==> src/rtl/vrfh_pkg.sv <==
// ----------------------------------------------------------------------------
// vrfh_pkg: shared types and constants for the voxel first-hit ray caster
// Grid geometry, fixed-point format, face codes and the payload structs.
// ----------------------------------------------------------------------------
package vrfh_pkg;

    localparam int unsigned GRID_BITS  = 4;
    localparam int unsigned FRAC_BITS  = 8;
    localparam int unsigned COORD_W    = GRID_BITS + FRAC_BITS;
    localparam int unsigned INDEX_W    = 3 * GRID_BITS;
    localparam int unsigned CELL_COUNT = 1 << INDEX_W;

    localparam logic [2:0] ENTRY_TOP    = 3'd0;
    localparam logic [2:0] ENTRY_LEFT   = 3'd1;
    localparam logic [2:0] ENTRY_RIGHT  = 3'd2;
    localparam logic [2:0] ENTRY_BOTTOM = 3'd3;
    localparam logic [2:0] ENTRY_FRONT  = 3'd4;
    localparam logic [2:0] ENTRY_BACK   = 3'd5;

    localparam logic CMD_WRITE = 1'b0;
    localparam logic CMD_CAST  = 1'b1;

    typedef struct packed {
        logic               cmd;
        logic [COORD_W-1:0] start_x;
        logic [COORD_W-1:0] start_y;
        logic [COORD_W-1:0] start_z;
        logic [COORD_W-1:0] end_x;
        logic [COORD_W-1:0] end_y;
        logic [COORD_W-1:0] end_z;
        logic [INDEX_W-1:0] cell_index;
        logic               cell_filled;
    } t_in_item;

    typedef struct packed {
        logic                 hit;
        logic [GRID_BITS-1:0] hit_x;
        logic [GRID_BITS-1:0] hit_y;
        logic [GRID_BITS-1:0] hit_z;
        logic [2:0]           entry_face;
    } t_out_item;

endpackage

==> src/rtl/vrfh_if.sv <==
// ----------------------------------------------------------------------------
// vrfh_if: valid/ready channel carrying one payload per beat
// The payload type is chosen at instantiation.
// ----------------------------------------------------------------------------
interface vrfh_if #(parameter type t_payload = logic);
    logic     valid;
    logic     ready;
    t_payload data;

    modport source (output valid, output data, input ready);
    modport sink   (input valid, input data, output ready);
endinterface

==> src/rtl/voxel_ray_first_hit.sv <==
// ----------------------------------------------------------------------------
// voxel_ray_first_hit: first occupied voxel along a ray
// i_in carries write beats (set or clear one cell of the 16x16x16 occupancy
// map) and cast beats (ray start and end, unsigned 4.8 fixed point).
// Every input beat yields exactly one beat on o_out: for a cast, the first
// solid cell met in 3D DDA order and the face it was entered by, else a miss;
// for a write, an all-zero beat.
// A write passes through a setup state and then loads the output register. A
// cast runs a setup state, then per visited cell a map read, a crossing-time
// compare and a step, and finally loads the output register. Its pace is set
// by the single read port of the map and the registered crossing-time compares.
// The block holds one item at a time; the next beat is taken once the
// previous result sits in the output register. While the receiver stalls,
// that result is held and a finished item waits before the output register.
// After reset the map is swept clear, one cell a cycle through all 4096 cells,
// during which no input beat is accepted.
// ----------------------------------------------------------------------------
module voxel_ray_first_hit (
    input  logic  i_clk,
    input  logic  i_rst_n,
    vrfh_if.sink  i_in,
    vrfh_if.source o_out
);
    import vrfh_pkg::*;

    localparam int unsigned NUM_W = COORD_W + 1;    // dist plus steps, < 2^13
    localparam int unsigned PROD_W = 2 * NUM_W;

    typedef enum logic [6:0] {
        S_CLEAR = 7'b0000001,
        S_IDLE  = 7'b0000010,
        S_SETUP = 7'b0000100,
        S_READ  = 7'b0001000,
        S_TEST  = 7'b0010000,
        S_STEP  = 7'b0100000,
        S_OUT   = 7'b1000000
    } t_state;

    t_state r_state, n_state;

    logic r_map [CELL_COUNT];
    logic r_rd_bit;
    logic [INDEX_W-1:0] r_clr_idx;

    t_in_item  r_item;
    t_out_item r_acc;
    t_out_item r_res;
    logic      r_out_valid;

    logic [GRID_BITS-1:0] r_cell [3];
    logic [GRID_BITS-1:0] r_last [3];
    logic                 r_dir_up [3];
    logic                 r_fin [3];
    logic [NUM_W-1:0]     r_num [3];
    logic [COORD_W-1:0]   r_den [3];
    logic [2:0]           r_face;
    logic                 r_le01, r_le02, r_le12;

    logic [COORD_W-1:0] s_coord [3];
    logic [COORD_W-1:0] e_coord [3];
    logic               take;
    logic [INDEX_W-1:0] rd_addr;
    logic [1:0]         step_k;
    logic               step_stop;
    logic               out_load;

    assign s_coord[0] = r_item.start_x;
    assign s_coord[1] = r_item.start_y;
    assign s_coord[2] = r_item.start_z;
    assign e_coord[0] = r_item.end_x;
    assign e_coord[1] = r_item.end_y;
    assign e_coord[2] = r_item.end_z;

    assign i_in.ready  = (r_state == S_IDLE);
    assign take        = i_in.valid && i_in.ready;
    assign o_out.valid = r_out_valid;
    assign o_out.data  = r_res;
    assign rd_addr     = {r_cell[2], r_cell[1], r_cell[0]};
    assign out_load    = (r_state == S_OUT) && (!r_out_valid || o_out.ready);

    // a <= b on crossing times, infinite never wins against a finite time
    function automatic logic time_le(input logic fa, input logic fb,
                                     input logic [PROD_W-1:0] pa,
                                     input logic [PROD_W-1:0] pb);
        logic res;
        if (!fa) res = !fb;
        else if (!fb) res = 1'b1;
        else res = (pa <= pb);
        return res;
    endfunction

    // Cross products registered before the comparison.
    logic [PROD_W-1:0] r_p01, r_p10, r_p02, r_p20, r_p12, r_p21;

    always_ff @(posedge i_clk) begin
        r_p01 <= PROD_W'(r_num[0]) * PROD_W'(r_den[1]);
        r_p10 <= PROD_W'(r_num[1]) * PROD_W'(r_den[0]);
        r_p02 <= PROD_W'(r_num[0]) * PROD_W'(r_den[2]);
        r_p20 <= PROD_W'(r_num[2]) * PROD_W'(r_den[0]);
        r_p12 <= PROD_W'(r_num[1]) * PROD_W'(r_den[2]);
        r_p21 <= PROD_W'(r_num[2]) * PROD_W'(r_den[1]);
    end

    // Axis to step: smallest crossing time, ties go to x, then y.
    always_comb begin
        if (r_le01 && r_le02) step_k = 2'd0;
        else if (r_le12)      step_k = 2'd1;
        else                  step_k = 2'd2;
        step_stop = (r_cell[step_k] == r_last[step_k]) || !r_fin[step_k];
    end

    always_comb begin
        n_state = r_state;
        unique case (r_state)
            S_CLEAR: if (&r_clr_idx) n_state = S_IDLE;
            S_IDLE:  if (take) n_state = S_SETUP;
            S_SETUP: n_state = (r_item.cmd == CMD_CAST) ? S_READ : S_OUT;
            S_READ:  n_state = S_TEST;
            S_TEST:  n_state = r_rd_bit ? S_OUT : S_STEP;
            S_STEP:  n_state = step_stop ? S_OUT : S_READ;
            S_OUT:   if (!r_out_valid || o_out.ready) n_state = S_IDLE;
            default: n_state = S_IDLE;
        endcase
    end

    // Map: one write port, one registered read port.
    always_ff @(posedge i_clk) begin
        if (r_state == S_CLEAR) begin
            r_map[r_clr_idx] <= 1'b0;
        end else if (r_state == S_SETUP && r_item.cmd == CMD_WRITE) begin
            r_map[r_item.cell_index] <= r_item.cell_filled;
        end
        r_rd_bit <= r_map[rd_addr];
    end

    always_ff @(posedge i_clk) begin
        if (!i_rst_n) begin
            r_state     <= S_CLEAR;
            r_clr_idx   <= '0;
            r_out_valid <= 1'b0;
        end else begin
            r_state <= n_state;
            if (r_state == S_CLEAR) r_clr_idx <= r_clr_idx + 1'b1;
            if (out_load) r_out_valid <= 1'b1;
            else if (o_out.ready) r_out_valid <= 1'b0;
        end
    end

    always_ff @(posedge i_clk) begin
        if (take) r_item <= i_in.data;

        if (out_load) r_res <= r_acc;

        if (r_state == S_SETUP) begin
            r_acc  <= '0;
            r_face <= ENTRY_TOP;
            for (int a = 0; a < 3; a++) begin
                r_cell[a] <= s_coord[a][COORD_W-1:FRAC_BITS];
                r_last[a] <= e_coord[a][COORD_W-1:FRAC_BITS];
                if (s_coord[a] < e_coord[a]) begin
                    r_dir_up[a] <= 1'b1;
                    r_fin[a]    <= 1'b1;
                    r_den[a]    <= e_coord[a] - s_coord[a];
                    r_num[a]    <= NUM_W'(1 << FRAC_BITS)
                                   - NUM_W'(s_coord[a][FRAC_BITS-1:0]);
                end else if (s_coord[a] > e_coord[a]) begin
                    r_dir_up[a] <= 1'b0;
                    r_fin[a]    <= 1'b1;
                    r_den[a]    <= s_coord[a] - e_coord[a];
                    r_num[a]    <= NUM_W'(s_coord[a][FRAC_BITS-1:0]);
                end else begin
                    r_dir_up[a] <= 1'b0;
                    r_fin[a]    <= 1'b0;
                    r_den[a]    <= COORD_W'(1);
                    r_num[a]    <= '0;
                end
            end
        end

        if (r_state == S_TEST) begin
            r_le01 <= time_le(r_fin[0], r_fin[1], r_p01, r_p10);
            r_le02 <= time_le(r_fin[0], r_fin[2], r_p02, r_p20);
            r_le12 <= time_le(r_fin[1], r_fin[2], r_p12, r_p21);
            if (r_rd_bit) begin
                r_acc.hit        <= 1'b1;
                r_acc.hit_x      <= r_cell[0];
                r_acc.hit_y      <= r_cell[1];
                r_acc.hit_z      <= r_cell[2];
                r_acc.entry_face <= r_face;
            end
        end

        // Step the chosen axis; a miss leaves the zeroed result in place.
        if (r_state == S_STEP && !step_stop) begin
            r_num[step_k]  <= r_num[step_k] + NUM_W'(1 << FRAC_BITS);
            r_cell[step_k] <= r_dir_up[step_k] ? r_cell[step_k] + 1'b1
                                               : r_cell[step_k] - 1'b1;
            unique case (step_k)
                2'd0:    r_face <= r_dir_up[0] ? ENTRY_LEFT   : ENTRY_RIGHT;
                2'd1:    r_face <= r_dir_up[1] ? ENTRY_BOTTOM : ENTRY_TOP;
                default: r_face <= r_dir_up[2] ? ENTRY_FRONT  : ENTRY_BACK;
            endcase
        end
    end

`ifndef SYNTHESIS
    a_no_accept_busy: assert property (@(posedge i_clk) disable iff (!i_rst_n)
        (r_state != S_IDLE) |-> !i_in.ready)
        else $error("input accepted while busy");
    a_out_held: assert property (@(posedge i_clk) disable iff (!i_rst_n)
        (o_out.valid && !o_out.ready) |=> (o_out.valid && $stable(o_out.data)))
        else $error("result dropped under stall");
    a_miss_zero: assert property (@(posedge i_clk) disable iff (!i_rst_n)
        (o_out.valid && !o_out.data.hit) |-> (o_out.data.entry_face == ENTRY_TOP))
        else $error("miss carries a face");
`endif

endmodule
==> src/flat_wrapper.sv <==
// flat-port wrapper written by rule: the top's interface ports become plain ports
module voxel_ray_first_hit_flat import vrfh_pkg::*;
  (i_clk, i_rst_n, i_in_valid, i_in_data, i_in_ready, o_out_valid, o_out_data, o_out_ready);
  vrfh_if i_in_i ();
  vrfh_if o_out_i ();
  input  logic i_clk;
  input  logic i_rst_n;
  input wire logic [$bits(i_in_i.valid)-1:0] i_in_valid;
  input wire logic [$bits(i_in_i.data)-1:0] i_in_data;
  output wire logic [$bits(i_in_i.ready)-1:0] i_in_ready;
  output wire logic [$bits(o_out_i.valid)-1:0] o_out_valid;
  output wire logic [$bits(o_out_i.data)-1:0] o_out_data;
  input wire logic [$bits(o_out_i.ready)-1:0] o_out_ready;
  assign i_in_i.valid = i_in_valid;
  assign i_in_i.data = i_in_data;
  assign i_in_ready = i_in_i.ready;
  assign o_out_valid = o_out_i.valid;
  assign o_out_data = o_out_i.data;
  assign o_out_i.ready = o_out_ready;
  voxel_ray_first_hit u_core (.i_clk(i_clk), .i_rst_n(i_rst_n), .i_in(i_in_i), .o_out(o_out_i));
endmodule
==> config.mk <==
export PLATFORM = sky130hd
export DESIGN_NAME = voxel_ray_first_hit_flat
export DESIGN_NICKNAME = d
export VERILOG_FILES = /design/src/rtl/vrfh_pkg.sv /design/src/rtl/vrfh_if.sv /design/src/rtl/voxel_ray_first_hit.sv /design/src/flat_wrapper.sv
export SDC_FILE = /design/constraint.sdc
export NUM_CORES = 1
export LEC_CHECK = 0
export BUFFER_PORTS_ARGS = -buffer_cell sky130_fd_sc_hd__clkbuf_2
export CAP_MARGIN = 20
export CORE_MARGIN = 5
export CORE_UTILIZATION = 35
export DETAILED_ROUTE_END_ITERATION = 10
export PLACE_DENSITY = 0.62
export SYNTH_ARGS = -nofsm -noshare
export SYNTH_HDL_FRONTEND = slang
export SYNTH_MEMORY_MAX_BITS = 65536
export SYNTH_SLANG_ARGS = --single-unit
==> constraint.sdc <==
create_clock -name i_clk -period 2.75 [get_ports i_clk]
set_clock_uncertainty 0.2 [all_clocks]
set_input_delay 0.1375 -clock i_clk [delete_from_list [all_inputs] [get_ports i_clk]]
set_output_delay 0.1375 -clock i_clk [all_outputs]
set_load 0.005 [all_outputs]
==> flow_summary.toml <==
[sta]
worstMarginPinSlew_ns = 0.561
max_freq_mhz = 454
fin_tns_setup_ns = 0
finalHoldViolCount = 0
rsz0062_at_grt = "no"
post-route-min-period_ns = 2.20
setup_viol = 0
drv_slew = 0
timing.slew.headroom = 0.626
period_share = 0.802

[critical_path]
r2r-start = "u_core.r_state[1]"
worstPathCellList = "or4b_1 > or4_1 > a21oi_1"
critPathMaxStageDelay_ns = 0.81
critPathLaunch = "u_core.r_state[1]"
cp_slowest_cell = "or4b_1"
startpoint_type = "flop"
arrival_ns = 2.22
path_max_fanout = 18
end_kind = "flop"
required_ns = 2.76
critical_path_class = "flop to flop"

[global_routing]
grt_pass1_wl_um = 2770
grt_max_degree = 19
grt_antenna_before_repair = 0
grt_usage = 0.103
grt_pass1_vias = 637
overflow = 0

[finish]
fin_cells = 131
drive_gt1_frac = 0.0971
num-nets-final = 110
final_area_um2 = 908
antennaDiodeCount = 0
area_delta_synth_final_pct = 10.0
n_fill_cell = 243

[die]
pin_count = 8
core_mm2 = 0.00223
dieArea_mm2 = 0.00343
initial_core_util = 0.370
fp.dieW_um = 58.6
rows = 17
die_y_um = 58.6

[power]
max-vdd-ir-drop_mv = 0.299
power_mw = 0.406
power_density_mw_per_mm2 = 447
leakage_nw = 0.288

[logic_synthesis]
synth.top_cells.by_count = "dfxtp_1 (17), nand2_1 (11), a21oi_1 (7)"
synthTopCellsByArea = "dfxtp_1 (41%), mux2i_1 (7.3%), nand2_1 (5.0%)"
yosysSeqAreaShare = 0.412
avgSynthCellArea_um2 = 8.60
yosysWarnings = 0
synthArstFlopShare = 0
synthDominantCellAreaShare = 0.412
netlist_area_um2 = 826
synthFlopType = "dfxtp_1"
yosysTopAreaCell = "dfxtp_1"
synth_edf_count = 0
synth-seq-cells = 17
postSynthCellCount = 96
ys_types = 30
syn-num-nets = 102
synth_most_common_cell = "dfxtp_1"

[route]
dr.pass1.iters = 4
drt_iter0_drc = 14
routedWlPerCell_um = 11.7
vias = 690
vias_per_cell = 5.27
final_antenna_net_count = 0
wirelength_um = 1530
drc = 0

[cts]
post-cts-setup-buffers = 0
htreeDepth = 1
numCtsBuffers = 3
hold_buffers = 2
root_buffer = "clkbuf_4"
cts.sinks = 17
cts_tree = "yes"
cts_buffer_depth = 2
cts_resized = 0
clk_pin_slew_worst_paths_ns = 0.09
worstSkewPairLatency_ns = 0.28

[placement]
dp_hpwl_um = 1140
dpl_cell_area_um2 = 862
port_buffers = 5
placedCellCount = 125
globalplace.congestion = 0.733

[job]
max_cap_violations = 0

[status]
status = "complete, no violations"

[worst_hold_path]
min-delay-path-class = "primary input to flop"
worstHoldStart = "i_rst_n"
==> placed cells by master (no fill, tap or decap), types with 3 or more instances in the layout <==
cell type,count
inv_1,3
nor2_1,3
clkbuf_4,3
nand3_1,4
nand2b_1,6
o31ai_1,4
mux2i_1,6
dfxtp_1,17
nor4_1,6
or4_1,5
clkbuf_2,5
a21oi_1,7
nand2_1,11
==> area by class of cell <==
cell class              instances  area [µm²]  area share
inverters                       4        15.0      0.0165
multi-input cells              71         447       0.492
clock buffers                   4        26.3      0.0289
well taps                      28        35.0      0.0386
flip-flops and latches         17         340       0.375
repair buffers                  7        45.0      0.0496
==> sequential cells by signal, summed over array words and instances, names as in the netlist <==
register            count
u_core.o_out.valid      1
u_core.r_state          4
u_core.r_clr_idx       12
==> report_power, final <==
part / internal, mW / total [mW] / switching, mW
clock: 0.0563 / 0.130 / 0.0738
sequential: 0.250 / 0.254 / 0.00430
combinational: 0.00901 / 0.0219 / 0.0129
total: 0.315 / 0.406 / 0.0910
==> metal layers <==
| metal | track usage | part of all wire |
|---|---|---|
| met5 | 0 | 0 |
| met2 | 0.166 | 0.49 |
| met3 | 0.0197 | 0.0072 |
| met1 | 0.131 | 0.49 |
| met4 | 0.0485 | 0.020 |
==> per-stage QoR <==
| step | utilization | worst slack [ns] | hold WS, ns |
|---|---|---|---|
| floorplan | - | 0.874 | 0.0797 |
| global placement | 0.386 | 0.627 | 0.187 |
| detailed placement | 0.386 | 0.563 | 0.189 |
| CTS | 0.407 | 0.538 | 0.0374 |
| global route | 0.407 | 0.441 | 0.0595 |
| finish | 0.407 | 0.545 | 0.0356 |
==> cells by family (layout without fill, tap and decap cells) <==
kind of cell               count (synthesis)  after routing  synth area share
other                                      1              1           0.00454
xor gates and xnor gates                   1              1            0.0106
buffers and inverters                      8             15            0.0469
and+or+nand+nor                           46             46             0.314
AOI/OAI and AO/OA                         15             15             0.111
adders and majority gates                  1              1            0.0151
muxes                                      7              7            0.0864
DFF                                       17             17             0.412
==> final timing paths <==
check	end	slack [ns]	cells past startpoint
worst min register to register	u_core.r_clr_idx[9]	0.27	2
worst max register to register	u_core.r_clr_idx[5]	0.55	3
worst max-delay path	u_core.r_clr_idx[5]	0.55	3
worst min-delay path	u_core.r_clr_idx[7]	0.04	3
==> worst max-delay path: cells and delay by family (launching register included) <==
kind,cells,cell delay (ns)
simple gates,2,1.40
flops,1,0.37
compound gates,1,0.16
Power figures use the tool's default switching activity.
